`config.mk`:
```
export PLATFORM = sky130hd
export DESIGN_NAME = rv32im_control_decoder_top
export DESIGN_NICKNAME = d
export VERILOG_FILES = /design/src/hdl/rv32cd_pkg.sv /design/src/hdl/rv32im_control_decoder_top.sv /design/src/hdl/rv32cd_decode.sv
export SDC_FILE = /design/constraint.sdc
export NUM_CORES = 1
export LEC_CHECK = 0
export ABC_CLOCK_PERIOD_IN_PS = 7800
export BUFFER_PORTS_ARGS = -buffer_cell sky130_fd_sc_hd__buf_2
export CAP_MARGIN = 25
export CORE_MARGIN = 2
export CORE_UTILIZATION = 45
export DETAILED_ROUTE_END_ITERATION = 16
export PLACE_DENSITY_LB_ADDON = 0.25
export RECOVER_POWER = 25
export SLEW_MARGIN = 20
export SYNTH_ARGS = -nofsm -noshare
export SYNTH_HDL_FRONTEND = slang
export SYNTH_SLANG_ARGS = --single-unit
```
`constraint.sdc`:
```
create_clock -name clk -period 7.8 [get_ports clk]
set_clock_uncertainty 0.2 [all_clocks]
set_input_delay 0.78 -clock clk [delete_from_list [all_inputs] [get_ports clk]]
set_output_delay 0.78 -clock clk [all_outputs]
set_load 0.02 [all_outputs]
```
`src/hdl/rv32cd_pkg.sv`:
```
// Shared types, opcodes and control codes for the RV32IM control decoder.
package rv32cd_pkg;

  // Major opcodes, bits 6:0
  localparam logic [6:0] OP_REG    = 7'b0110011;
  localparam logic [6:0] OP_IMM    = 7'b0010011;
  localparam logic [6:0] OP_LOAD   = 7'b0000011;
  localparam logic [6:0] OP_STORE  = 7'b0100011;
  localparam logic [6:0] OP_BRANCH = 7'b1100011;
  localparam logic [6:0] OP_LUI    = 7'b0110111;
  localparam logic [6:0] OP_AUIPC  = 7'b0010111;
  localparam logic [6:0] OP_JAL    = 7'b1101111;
  localparam logic [6:0] OP_JALR   = 7'b1100111;

  // funct7 values
  localparam logic [6:0] F7_BASE   = 7'b0000000;
  localparam logic [6:0] F7_ALT    = 7'b0100000;
  localparam logic [6:0] F7_MULDIV = 7'b0000001;

  // funct3 values that the decoder tests by name
  localparam logic [2:0] F3_ADD  = 3'd0;
  localparam logic [2:0] F3_SLL  = 3'd1;
  localparam logic [2:0] F3_SLT  = 3'd2;
  localparam logic [2:0] F3_SLTU = 3'd3;
  localparam logic [2:0] F3_XOR  = 3'd4;
  localparam logic [2:0] F3_SR   = 3'd5;
  localparam logic [2:0] F3_OR   = 3'd6;
  localparam logic [2:0] F3_AND  = 3'd7;
  localparam logic [2:0] F3_BEQ  = 3'd0;
  localparam logic [2:0] F3_BNE  = 3'd1;
  localparam logic [2:0] F3_BLT  = 3'd4;
  localparam logic [2:0] F3_BGE  = 3'd5;
  localparam logic [2:0] F3_BLTU = 3'd6;
  localparam logic [2:0] F3_BGEU = 3'd7;
  localparam logic [2:0] F3_LD_BAD_LO = 3'd3;
  localparam logic [2:0] F3_LD_BAD_HI = 3'd7;
  localparam logic [2:0] F3_ST_MAX    = 3'd2;

  // Private ALU codes
  localparam logic [4:0] ALU_ADD   = 5'd0;
  localparam logic [4:0] ALU_SUB   = 5'd1;
  localparam logic [4:0] ALU_SLT   = 5'd3;
  localparam logic [4:0] ALU_XOR   = 5'd4;
  localparam logic [4:0] ALU_SRA   = 5'd6;
  localparam logic [4:0] ALU_OR    = 5'd7;
  localparam logic [4:0] ALU_AND   = 5'd8;
  localparam logic [4:0] ALU_SLLI  = 5'd9;
  localparam logic [4:0] ALU_SRLI  = 5'd10;
  localparam logic [4:0] ALU_SLTIU = 5'd11;
  localparam logic [4:0] ALU_SRAI  = 5'd12;
  localparam logic [4:0] ALU_LOAD  = 5'd15;
  localparam logic [4:0] ALU_BEQ   = 5'd21;
  localparam logic [4:0] ALU_BNE   = 5'd22;
  localparam logic [4:0] ALU_BLT   = 5'd23;
  localparam logic [4:0] ALU_BGE   = 5'd24;
  localparam logic [4:0] ALU_BLTU  = 5'd25;
  localparam logic [4:0] ALU_BGEU  = 5'd26;
  localparam logic [4:0] ALU_STORE = 5'd27;

  // R-type ALU codes by funct3, base and M-extension rows
  localparam logic [4:0] ALU_REG_BASE [8] = '{5'd0, 5'd2, 5'd3, 5'd3,
                                              5'd4, 5'd5, 5'd7, 5'd8};
  localparam logic [4:0] ALU_REG_MUL  [8] = '{5'd16, 5'd17, 5'd18, 5'd19,
                                              5'd20, 5'd28, 5'd29, 5'd30};

  // Branch condition codes
  localparam logic [2:0] BC_EQ  = 3'd0;
  localparam logic [2:0] BC_NE  = 3'd1;
  localparam logic [2:0] BC_LT  = 3'd2;
  localparam logic [2:0] BC_GE  = 3'd3;
  localparam logic [2:0] BC_LTU = 3'd4;
  localparam logic [2:0] BC_GEU = 3'd5;

  // Write-back source select
  localparam logic [1:0] WSEL_ALU  = 2'd0;
  localparam logic [1:0] WSEL_MEM  = 2'd1;
  localparam logic [1:0] WSEL_UIMM = 2'd2;
  localparam logic [1:0] WSEL_LINK = 2'd3;

  // Control strobe bit positions
  localparam int CB_WE   = 0;
  localparam int CB_SRC  = 1;
  localparam int CB_SIGN = 2;
  localparam int CB_DSEL = 3;
  localparam int CB_MRD  = 4;
  localparam int CB_MWR  = 5;
  localparam int CB_JUMP = 6;
  localparam int CB_AUI  = 7;
  localparam int CB_JALR = 8;

  typedef struct packed {
    logic        valid_res;
    logic [4:0]  read_reg_a;
    logic [4:0]  read_reg_b;
    logic [4:0]  write_reg;
    logic [1:0]  write_select;
    logic [11:0] imm_low;
    logic [19:0] imm_upper;
    logic [4:0]  alu_code;
    logic [2:0]  branch_condition;
    logic [12:0] branch_offset;
    logic [1:0]  mem_size;
    logic [8:0]  control_bits;
  } decode_t;

endpackage

```
`src/hdl/rv32im_control_decoder_top.sv`:
```
// Top level of the RV32IM control decoder: input register, decode, result register.
//
//  channel   | handshake                  | payload
//  ----------+----------------------------+------------------------------------
//  instr in  | instr_valid / instr_stall  | instruction
//  result out| result_valid / result_stall| valid_res .. control_bits
//
//  Throughput: one instruction per cycle, sustained, when result_stall is low.
//  Path: an accepted instruction is captured in the input register, then the
//  decode logic loads it into the result register, where result_valid rises.
//  Reset: rst is synchronous, active high; it empties both stages.
//  Stalls: result_stall holds the result register; the input register still
//  takes a new word while it is empty, so instr_stall rises only when both
//  stages are full and the result side stalls.
module rv32im_control_decoder_top
  import rv32cd_pkg::*;
(
  input  logic        clk,
  input  logic        rst,
  // instruction channel
  input  logic        instr_valid,
  output logic        instr_stall,
  input  logic [31:0] instruction,
  // result channel
  output logic        result_valid,
  input  logic        result_stall,
  output logic        valid_res,
  output logic [4:0]  read_reg_a,
  output logic [4:0]  read_reg_b,
  output logic [4:0]  write_reg,
  output logic [1:0]  write_select,
  output logic [11:0] imm_low,
  output logic [19:0] imm_upper,
  output logic [4:0]  alu_code,
  output logic [2:0]  branch_condition,
  output logic [12:0] branch_offset,
  output logic [1:0]  mem_size,
  output logic [8:0]  control_bits
);

  // Stage 1: captured instruction word
  logic        instr_full;
  logic [31:0] instr_q;

  // Stage 2: registered decode result
  decode_t     dec;
  decode_t     res_q;

  logic        res_ready;   // result register can load this cycle
  logic        instr_ready; // input register can load this cycle
  logic        instr_xfer;
  logic        move;        // stage 1 hands its word to stage 2

  assign res_ready   = !result_valid || !result_stall;
  assign instr_ready = !instr_full || res_ready;
  assign instr_stall = !instr_ready;
  assign instr_xfer  = instr_valid && instr_ready;
  assign move        = instr_full && res_ready;

  always_ff @(posedge clk) begin
    if (rst) begin
      instr_full <= 1'b0;
    end else if (instr_ready) begin
      instr_full <= instr_valid;
    end
  end

  always_ff @(posedge clk) begin
    if (instr_xfer) begin
      instr_q <= instruction;
    end
  end

  rv32cd_decode u_decode (
    .instruction (instr_q),
    .dec         (dec)
  );

  always_ff @(posedge clk) begin
    if (rst) begin
      result_valid <= 1'b0;
    end else if (res_ready) begin
      result_valid <= instr_full;
    end
  end

  always_ff @(posedge clk) begin
    if (move) begin
      res_q <= dec;
    end
  end

  assign valid_res        = res_q.valid_res;
  assign read_reg_a       = res_q.read_reg_a;
  assign read_reg_b       = res_q.read_reg_b;
  assign write_reg        = res_q.write_reg;
  assign write_select     = res_q.write_select;
  assign imm_low          = res_q.imm_low;
  assign imm_upper        = res_q.imm_upper;
  assign alu_code         = res_q.alu_code;
  assign branch_condition = res_q.branch_condition;
  assign branch_offset    = res_q.branch_offset;
  assign mem_size         = res_q.mem_size;
  assign control_bits     = res_q.control_bits;

  // An unsupported instruction leaves every other field at zero.
  a_invalid_zero : assert property (@(posedge clk) disable iff (rst)
    (result_valid && !valid_res) |->
      (read_reg_a == '0 && read_reg_b == '0 && write_reg == '0 &&
       imm_low == '0 && imm_upper == '0 && alu_code == '0 &&
       control_bits == '0 && mem_size == '0 && branch_offset == '0))
    else $error("invalid decode carries nonzero fields");

  // JALR is a jump; load and store strobes never coexist.
  a_strobes : assert property (@(posedge clk) disable iff (rst)
    result_valid |->
      ((!control_bits[CB_JALR] || control_bits[CB_JUMP]) &&
       !(control_bits[CB_MRD] && control_bits[CB_MWR])))
    else $error("inconsistent control strobes");

  // A word waiting in stage 1 with room downstream shows up next cycle.
  a_advance : assert property (@(posedge clk) disable iff (rst)
    move |=> result_valid)
    else $error("stage 1 word lost on advance");

  // Upstream is stalled only when both stages are occupied.
  a_stall_full : assert property (@(posedge clk) disable iff (rst)
    instr_stall |-> (instr_full && result_valid))
    else $error("stall raised with an empty stage");

endmodule

```
`src/hdl/rv32cd_decode.sv`:
```
// Combinational field decode of one RV32IM instruction word.
module rv32cd_decode
  import rv32cd_pkg::*;
(
  input  logic [31:0] instruction,
  output decode_t     dec
);

  logic [6:0] op;
  logic [2:0] f3;
  logic [6:0] f7;
  logic [4:0] rd;
  logic [4:0] rs1;
  logic [4:0] rs2;
  logic       ok;
  decode_t    d;

  assign op  = instruction[6:0];
  assign f3  = instruction[14:12];
  assign f7  = instruction[31:25];
  assign rd  = instruction[11:7];
  assign rs1 = instruction[19:15];
  assign rs2 = instruction[24:20];

  always_comb begin
    d  = '0;
    ok = 1'b0;
    case (op)
      OP_REG: begin
        // operands swapped onto the read ports, as the datapath expects
        d.read_reg_a = rs2;
        d.read_reg_b = rs1;
        d.write_reg  = rd;
        d.control_bits[CB_WE]   = 1'b1;
        d.control_bits[CB_SIGN] = 1'b1;
        if (f7 == F7_BASE) begin
          ok = 1'b1;
          d.alu_code = ALU_REG_BASE[f3];
        end else if (f7 == F7_ALT) begin
          if (f3 == F3_ADD) begin
            ok = 1'b1;
            d.alu_code = ALU_SUB;
          end else if (f3 == F3_SR) begin
            ok = 1'b1;
            d.alu_code = ALU_SRA;
          end
        end else if (f7 == F7_MULDIV) begin
          ok = 1'b1;
          d.alu_code = ALU_REG_MUL[f3];
        end
      end
      OP_IMM: begin
        d.imm_low    = instruction[31:20];
        d.read_reg_a = rs1;
        d.write_reg  = rd;
        d.control_bits[CB_WE]   = 1'b1;
        d.control_bits[CB_SRC]  = 1'b1;
        d.control_bits[CB_SIGN] = 1'b1;
        case (f3)
          F3_ADD: begin
            ok = 1'b1;
            d.alu_code = ALU_ADD;
          end
          F3_SLT: begin
            ok = 1'b1;
            d.alu_code = ALU_SLT;
          end
          F3_SLTU: begin
            ok = 1'b1;
            d.alu_code = ALU_SLTIU;
            d.control_bits[CB_SIGN] = 1'b0;
          end
          F3_XOR: begin
            ok = 1'b1;
            d.alu_code = ALU_XOR;
          end
          F3_OR: begin
            ok = 1'b1;
            d.alu_code = ALU_OR;
          end
          F3_AND: begin
            ok = 1'b1;
            d.alu_code = ALU_AND;
          end
          F3_SLL: begin
            if (f7 == F7_BASE) begin
              ok = 1'b1;
              d.alu_code = ALU_SLLI;
            end
          end
          default: begin
            // shift right: logical or arithmetic by funct7
            if (f7 == F7_BASE) begin
              ok = 1'b1;
              d.alu_code = ALU_SRLI;
            end else if (f7 == F7_ALT) begin
              ok = 1'b1;
              d.alu_code = ALU_SRAI;
            end
          end
        endcase
      end
      OP_LOAD: begin
        d.imm_low      = instruction[31:20];
        d.read_reg_a   = rs1;
        d.write_reg    = rd;
        d.write_select = WSEL_MEM;
        d.alu_code     = ALU_LOAD;
        d.control_bits[CB_WE]   = 1'b1;
        d.control_bits[CB_SRC]  = 1'b1;
        d.control_bits[CB_DSEL] = 1'b1;
        d.control_bits[CB_MRD]  = 1'b1;
        if (!(f3 inside {F3_LD_BAD_LO, F3_LD_BAD_HI})) begin
          ok = 1'b1;
          d.mem_size = f3[1:0];
          d.control_bits[CB_SIGN] = ~f3[2];
        end
      end
      OP_STORE: begin
        d.imm_low    = {f7, rd};
        d.read_reg_a = rs2;
        d.read_reg_b = rs1;
        d.alu_code   = ALU_STORE;
        d.control_bits[CB_SRC]  = 1'b1;
        d.control_bits[CB_DSEL] = 1'b1;
        d.control_bits[CB_SIGN] = 1'b1;
        d.control_bits[CB_MWR]  = 1'b1;
        if (f3 <= F3_ST_MAX) begin
          ok = 1'b1;
          d.mem_size = f3[1:0];
        end
      end
      OP_BRANCH: begin
        d.read_reg_a    = rs2;
        d.read_reg_b    = rs1;
        d.branch_offset = {instruction[31], instruction[7], instruction[30:25],
                           instruction[11:8], 1'b0};
        case (f3)
          F3_BEQ: begin
            ok = 1'b1;
            d.alu_code = ALU_BEQ;
            d.branch_condition = BC_EQ;
          end
          F3_BNE: begin
            ok = 1'b1;
            d.alu_code = ALU_BNE;
            d.branch_condition = BC_NE;
          end
          F3_BLT: begin
            ok = 1'b1;
            d.alu_code = ALU_BLT;
            d.branch_condition = BC_LT;
          end
          F3_BGE: begin
            ok = 1'b1;
            d.alu_code = ALU_BGE;
            d.branch_condition = BC_GE;
          end
          F3_BLTU: begin
            ok = 1'b1;
            d.alu_code = ALU_BLTU;
            d.branch_condition = BC_LTU;
          end
          F3_BGEU: begin
            ok = 1'b1;
            d.alu_code = ALU_BGEU;
            d.branch_condition = BC_GEU;
          end
          default: ok = 1'b0;
        endcase
      end
      OP_LUI, OP_AUIPC: begin
        ok = 1'b1;
        d.imm_upper    = instruction[31:12];
        d.write_reg    = rd;
        d.write_select = WSEL_UIMM;
        d.control_bits[CB_WE]   = 1'b1;
        d.control_bits[CB_SIGN] = 1'b1;
        d.control_bits[CB_AUI]  = (op == OP_AUIPC);
      end
      OP_JAL: begin
        ok = 1'b1;
        d.write_reg    = rd;
        d.write_select = WSEL_LINK;
        d.imm_upper    = {instruction[31], instruction[19:12], instruction[20],
                          instruction[30:21]};
        d.control_bits[CB_WE]   = 1'b1;
        d.control_bits[CB_SIGN] = 1'b1;
        d.control_bits[CB_JUMP] = 1'b1;
      end
      OP_JALR: begin
        // funct3 not checked
        ok = 1'b1;
        d.imm_low      = instruction[31:20];
        d.read_reg_a   = rs1;
        d.write_reg    = rd;
        d.write_select = WSEL_LINK;
        d.control_bits[CB_WE]   = 1'b1;
        d.control_bits[CB_SIGN] = 1'b1;
        d.control_bits[CB_JUMP] = 1'b1;
        d.control_bits[CB_JALR] = 1'b1;
      end
      default: ok = 1'b0;
    endcase
    d.valid_res = ok;
    if (!ok) begin
      d = '0;
    end
  end

  assign dec = d;

endmodule
```
; After elaboration in Yosys (flattened, before gate mapping)
; Memory sizes are Yosys's and may differ from the RTL's.
; Index checks and enable logic that the tools add are counted.
; Widths: inputs -> output; s select.
[totals]
romBits = 80
word_cells = 117
memories = 2
output_inout_bits = 84
in_bits = 36
regBits = 116
[mem_list]
columns = name, depth, word_bits, read_ports, rd_ports_with_merged_regs, write_ports, line_no
row1 = (no name shown), 8, 5, 1, 0, 0, rv32cd_decode.sv:49  ; d.alu_code = ALU_REG_MUL[f3];
row2 = (no name shown), 8, 5, 1, 0, 0, rv32cd_decode.sv:38  ; d.alu_code = ALU_REG_BASE[f3];
[classes]
n_eq_ne = 18
magnitude_cmp = 2
reduce_logical = 26
bitwise = 2
muxes = 50
[ops]
columns = operator, n
row1 = $mux 82, 1
row2 = $mux 5, 10
row3 = $pmux 8 s6, 1
row4 = $pmux 20 s2, 1
row5 = $pmux 5 s7, 1
row6 = $eq 7x6->1 const B, 4
row7 = $pmux 5 s5, 1
row8 = $pmux 12 s2, 1
row9 = $eq 7x7->1 const B, 3
row10 = $mux 1, 21
row11 = $reduce_or 6->1, 3
row12 = $mux 16, 1
row13 = $eq 7x5->1 const B, 2
row14 = $eq 3x3->1 const B, 4
row15 = $mux 4, 3
row16 = $pmux 5 s2, 1
row17 = $reduce_or 3->1, 3
row18 = $reduce_and 2->1, 4
row19 = $eq 7x1->1 const B, 1
row20 = $eq 7x2->1 const B, 1
row21 = $logic_not 7->1, 1
row22 = $reduce_or 7->1, 1
row23 = $eq 3x2->1 const B, 2
row24 = $pmux 1 s6, 1
row25 = 18 further kinds, 26

; Logic depth before layout (Yosys ltp)
[depth]
depth_word = 9
ltp_mapped = 10

; Modules after synthesis
; A second synthesis with hierarchy kept.
[hier_totals]
hier_cells = 352
area_unflattened_um2 = 5009.8
[modules_own_cells]
columns = module, area_each_um2, cells_each, instances
row1 = rv32im_control_decoder_top, 3509.6, 124, 1
row2 = rv32cd_decode, 1500.2, 228, 1

; Worst setup path before layout
; OpenSTA, ideal clock, no wires.
[synth_timing]
path_type = input port to flip-flop
startpoint = in result_stall
endpoint = reg res_q (netlist bit alu_code[0]), enable pin
setup_time_ps = 643
t_arrival_ps = 6666
cell_stages = 1
path_slack_ps = 291
required_ps = 6957
cell_sequence = a21boi_0
[synth_between]
elab_chain_cells = 3
[synth_rtl]
columns = item, line_no
row1 = from (decl), rv32im_control_decoder_top.sv:26  ; input logic result_stall,
row2 = $logic_not 1->1, rv32im_control_decoder_top.sv:54  ; assign res_ready = !result_valid || !result_stall;
row3 = $logic_or 1x1->1, rv32im_control_decoder_top.sv:54
row4 = $logic_and 1x1->1, rv32im_control_decoder_top.sv:58  ; assign move = instr_full && res_ready;
row5 = to (signal assigned), rv32im_control_decoder_top.sv:89  ; res_q <= dec;
row6 = to (decl), rv32im_control_decoder_top.sv:47  ; decode_t res_q;
; Every way passes these cells.
; A chain may end at the register's enable or synchronous reset.

; Worst setup path after layout
[layout_timing]
startpoint = in result_stall
endpoint = reg res_q (netlist bit imm_low[9]), enable pin
[layout_between]
elab_chain_cells = 3
[layout_rtl]
columns = item, line_no
row1 = $logic_not 1->1, rv32im_control_decoder_top.sv:54
row2 = $logic_or 1x1->1, rv32im_control_decoder_top.sv:54
row3 = $logic_and 1x1->1, rv32im_control_decoder_top.sv:58
row4 = net move, rv32im_control_decoder_top.sv:52  ; logic move;
; The timed path passes the listed nets, and every way through them passes these cells.

==> results_dict.tcl <==
set metrics [dict create \
    critical_path_class "primary input to register" \
    worstHoldStart "instruction[14]" \
    setup_tns_ns 0 \
    async_flop_share_pct 0 \
    path_clk_slew_ns 0.06 \
    hpwl_um 7790 \
    max_freq_ghz 0.234 \
    drt-initial-drc-count 281 \
    regMostFlops "instr_q" \
    grt_max_degree 82 \
    power_density_nw_per_um2 255 \
    stdcell_count 651 \
    synth_top_area_cell "edfxtp_1" \
    viasPerCell 5.46 \
    post-route-period-util_pct 54.9 \
    fin_crit_ns 4.28 \
    r2r-start "instr_full" \
    synthFlopType "edfxtp_1" \
    rows 38 \
    synthCells 385 \
    drv_cap 2 \
    die-width_um 110 \
    grt.total_usage_pct 20.3 \
    worstHoldPathCells 1 \
    yosysTopAreaCellShare_pct 67.7 \
    drt-total-wl_um 11500 \
    ctsResizeCount 0 \
    die_y_um 110 \
    cp.arrival_ns 4.10 \
    synth.area.top_cells "edfxtp_1 (68%), a22o_1 (3.3%), nor2_1 (3.1%)" \
    syn_area_per_cell_um2 13.0 \
    clock_sinks 115 \
    synth_cell_types 53 \
    run_status "complete, but fails checks" \
    dpl.cell_count 620 \
    clk_latency_ns 0.53 \
    hold_class "primary input to register" \
    irDropWorstVdd_uv 142 \
    drive_above_1_share_pct 29.9 \
    h-tree-depth 4 \
    whs_endpoint "instr_q[14]" \
    violations "capacitance limit, slew limit" \
    die_area_um2 12000 \
    ios 120 \
    largest_register_ffs 32 \
    ys_warn_count 0 \
    ys_seq_area_share_pct 68.5 \
    fp.coreArea_um2 10800 \
    area_growth_pct 24.9 \
    r2r_cells 2 \
    max-slew-margin-rel_pct -184 \
    synth_edf_count 113 \
    drc 0 \
    cts.path.max_buffers 2 \
    cts-root-buf "clkbuf_8" \
    cts_tree "yes" \
    crit_required_ns 7.62 \
    postRouteAntennaNets 0 \
    finalHoldViolCount 0 \
    synth_seq_cells 115 \
    ctsHoldBuffers 0 \
    cp_max_fo 81 \
    nets 542 \
    p_leak_nw 2.28 \
    first_pass_iters 6 \
    port_buffers 118 \
    worstMarginPinSlew_ns 4.26 \
    syn-num-nets 428 \
    synth_most_common_cell "edfxtp_1" \
    diodes 0 \
    rsz0062_at_grt "false" \
    wire_per_inst_um 17.6 \
    cts_buffers 17 \
    setup.worst_path.end_class "register" \
    grt_pass1_wl_um 17500 \
    rrSetupSlack_ns 3.52 \
    worst_setup_path_start_kind "primary input" \
    antenna_found_initial 0 \
    post_cts.repair.setup_buffers 0 \
    finalSetupViolations 0 \
    start_util_pct 46.2 \
    grt_pass1_vias 3281 \
    final-max-slew-violation-count 115 \
    vias 3557 \
    netlist_top_cells_count "edfxtp_1 (113), nor2_1 (42), nand2_1 (31), clkbuf_1 (20), a22o_1 (19)" \
    p_total_mw 1.60 \
    globalplace.congestion 0.884 \
    r2r-end "imm_low[9]" \
    synth_area_um2 5010 \
    globalRouteOverflowTotal 0 \
]
worst max path at each step:
stage / start / end / cells after the start
floorplan: result_stall / alu_code[0] / 1
global placement: instr_q[12] / read_reg_b[4] / 8
detailed placement: instr_q[12] / alu_code[4] / 7
CTS: instr_q[12] / alu_code[4] / 7
global route: instr_full / branch_offset[7] / 2
finish: result_stall / imm_low[9] / 3
placed cells by master (no fill, tap or decap), types with 11 or more instances in the layout:
cell / n
a22o_1: 19
o21ai_0: 11
nor3_1: 11
nand2_1: 31
clkbuf_16: 16
a21oi_1: 16
and2_1: 13
nor2_1: 42
edfxtp_1: 113
a22oi_1: 11
buf_2: 109
critical path, cell delays in order:
cell and delay [ns]:
clkbuf_1 0.10, a21boi_0 0.17, clkbuf_1 3.01
cell type report:
| class | count | area, um2 |
|---|---|---|
| Clock buffer | 17 | 414 |
| Clock inverter | 14 | 163 |
| Fill cell | 906 | 4580 |
| Inverter | 10 | 37.5 |
| Multi-Input combinational cell | 232 | 1420 |
| Sequential cell | 115 | 3430 |
| Tap cell | 140 | 175 |
| Timing Repair Buffer | 123 | 613 |
kinds of logic (layout without fill, tap and decap cells):
family / after synthesis / count (layout) / share of synthesized area (%)
simple gates: 140 / 140 / 14.1
buf+inv: 38 / 164 / 3.32
flops: 115 / 115 / 68.5
fa+ha+maj: 7 / 7 / 1.75
mux: 1 / 1 / 0.200
other cells: 1 / 1 / 0.0748
compound gates: 83 / 83 / 12.0
metal layers:
layer / global-route usage (%) / vias up / routed length [um]
met5: 0 / - / 0
met4: 9.31 / 0 / 199
met3: 5.87 / 15 / 963
met2: 30.3 / 171 / 5500
met1: 27.4 / 1691 / 4800
li1: - / 1680 / -
where the power goes:
group	total, mW	internal, mW	switching [mW]
clock	0.750	0.482	0.268
combinational	0.104	0.0332	0.0713
sequential	0.742	0.716	0.0263
through the flow:
stage	setup slack, ns	hold slack, ns	cell area (um2)	utilization [%]
4_1_cts	4.87	0.208	6290	58.0
6_report	3.52	0.226	6260	57.7
2_1_floorplan	0.291	0.244	5010	-
3_3_place_gp	5.00	0.263	5720	52.7
5_1_grt	3.07	0.204	6260	57.7
3_5_place_dp	4.88	0.315	5720	52.7
Power figures use the tool's default switching activity.
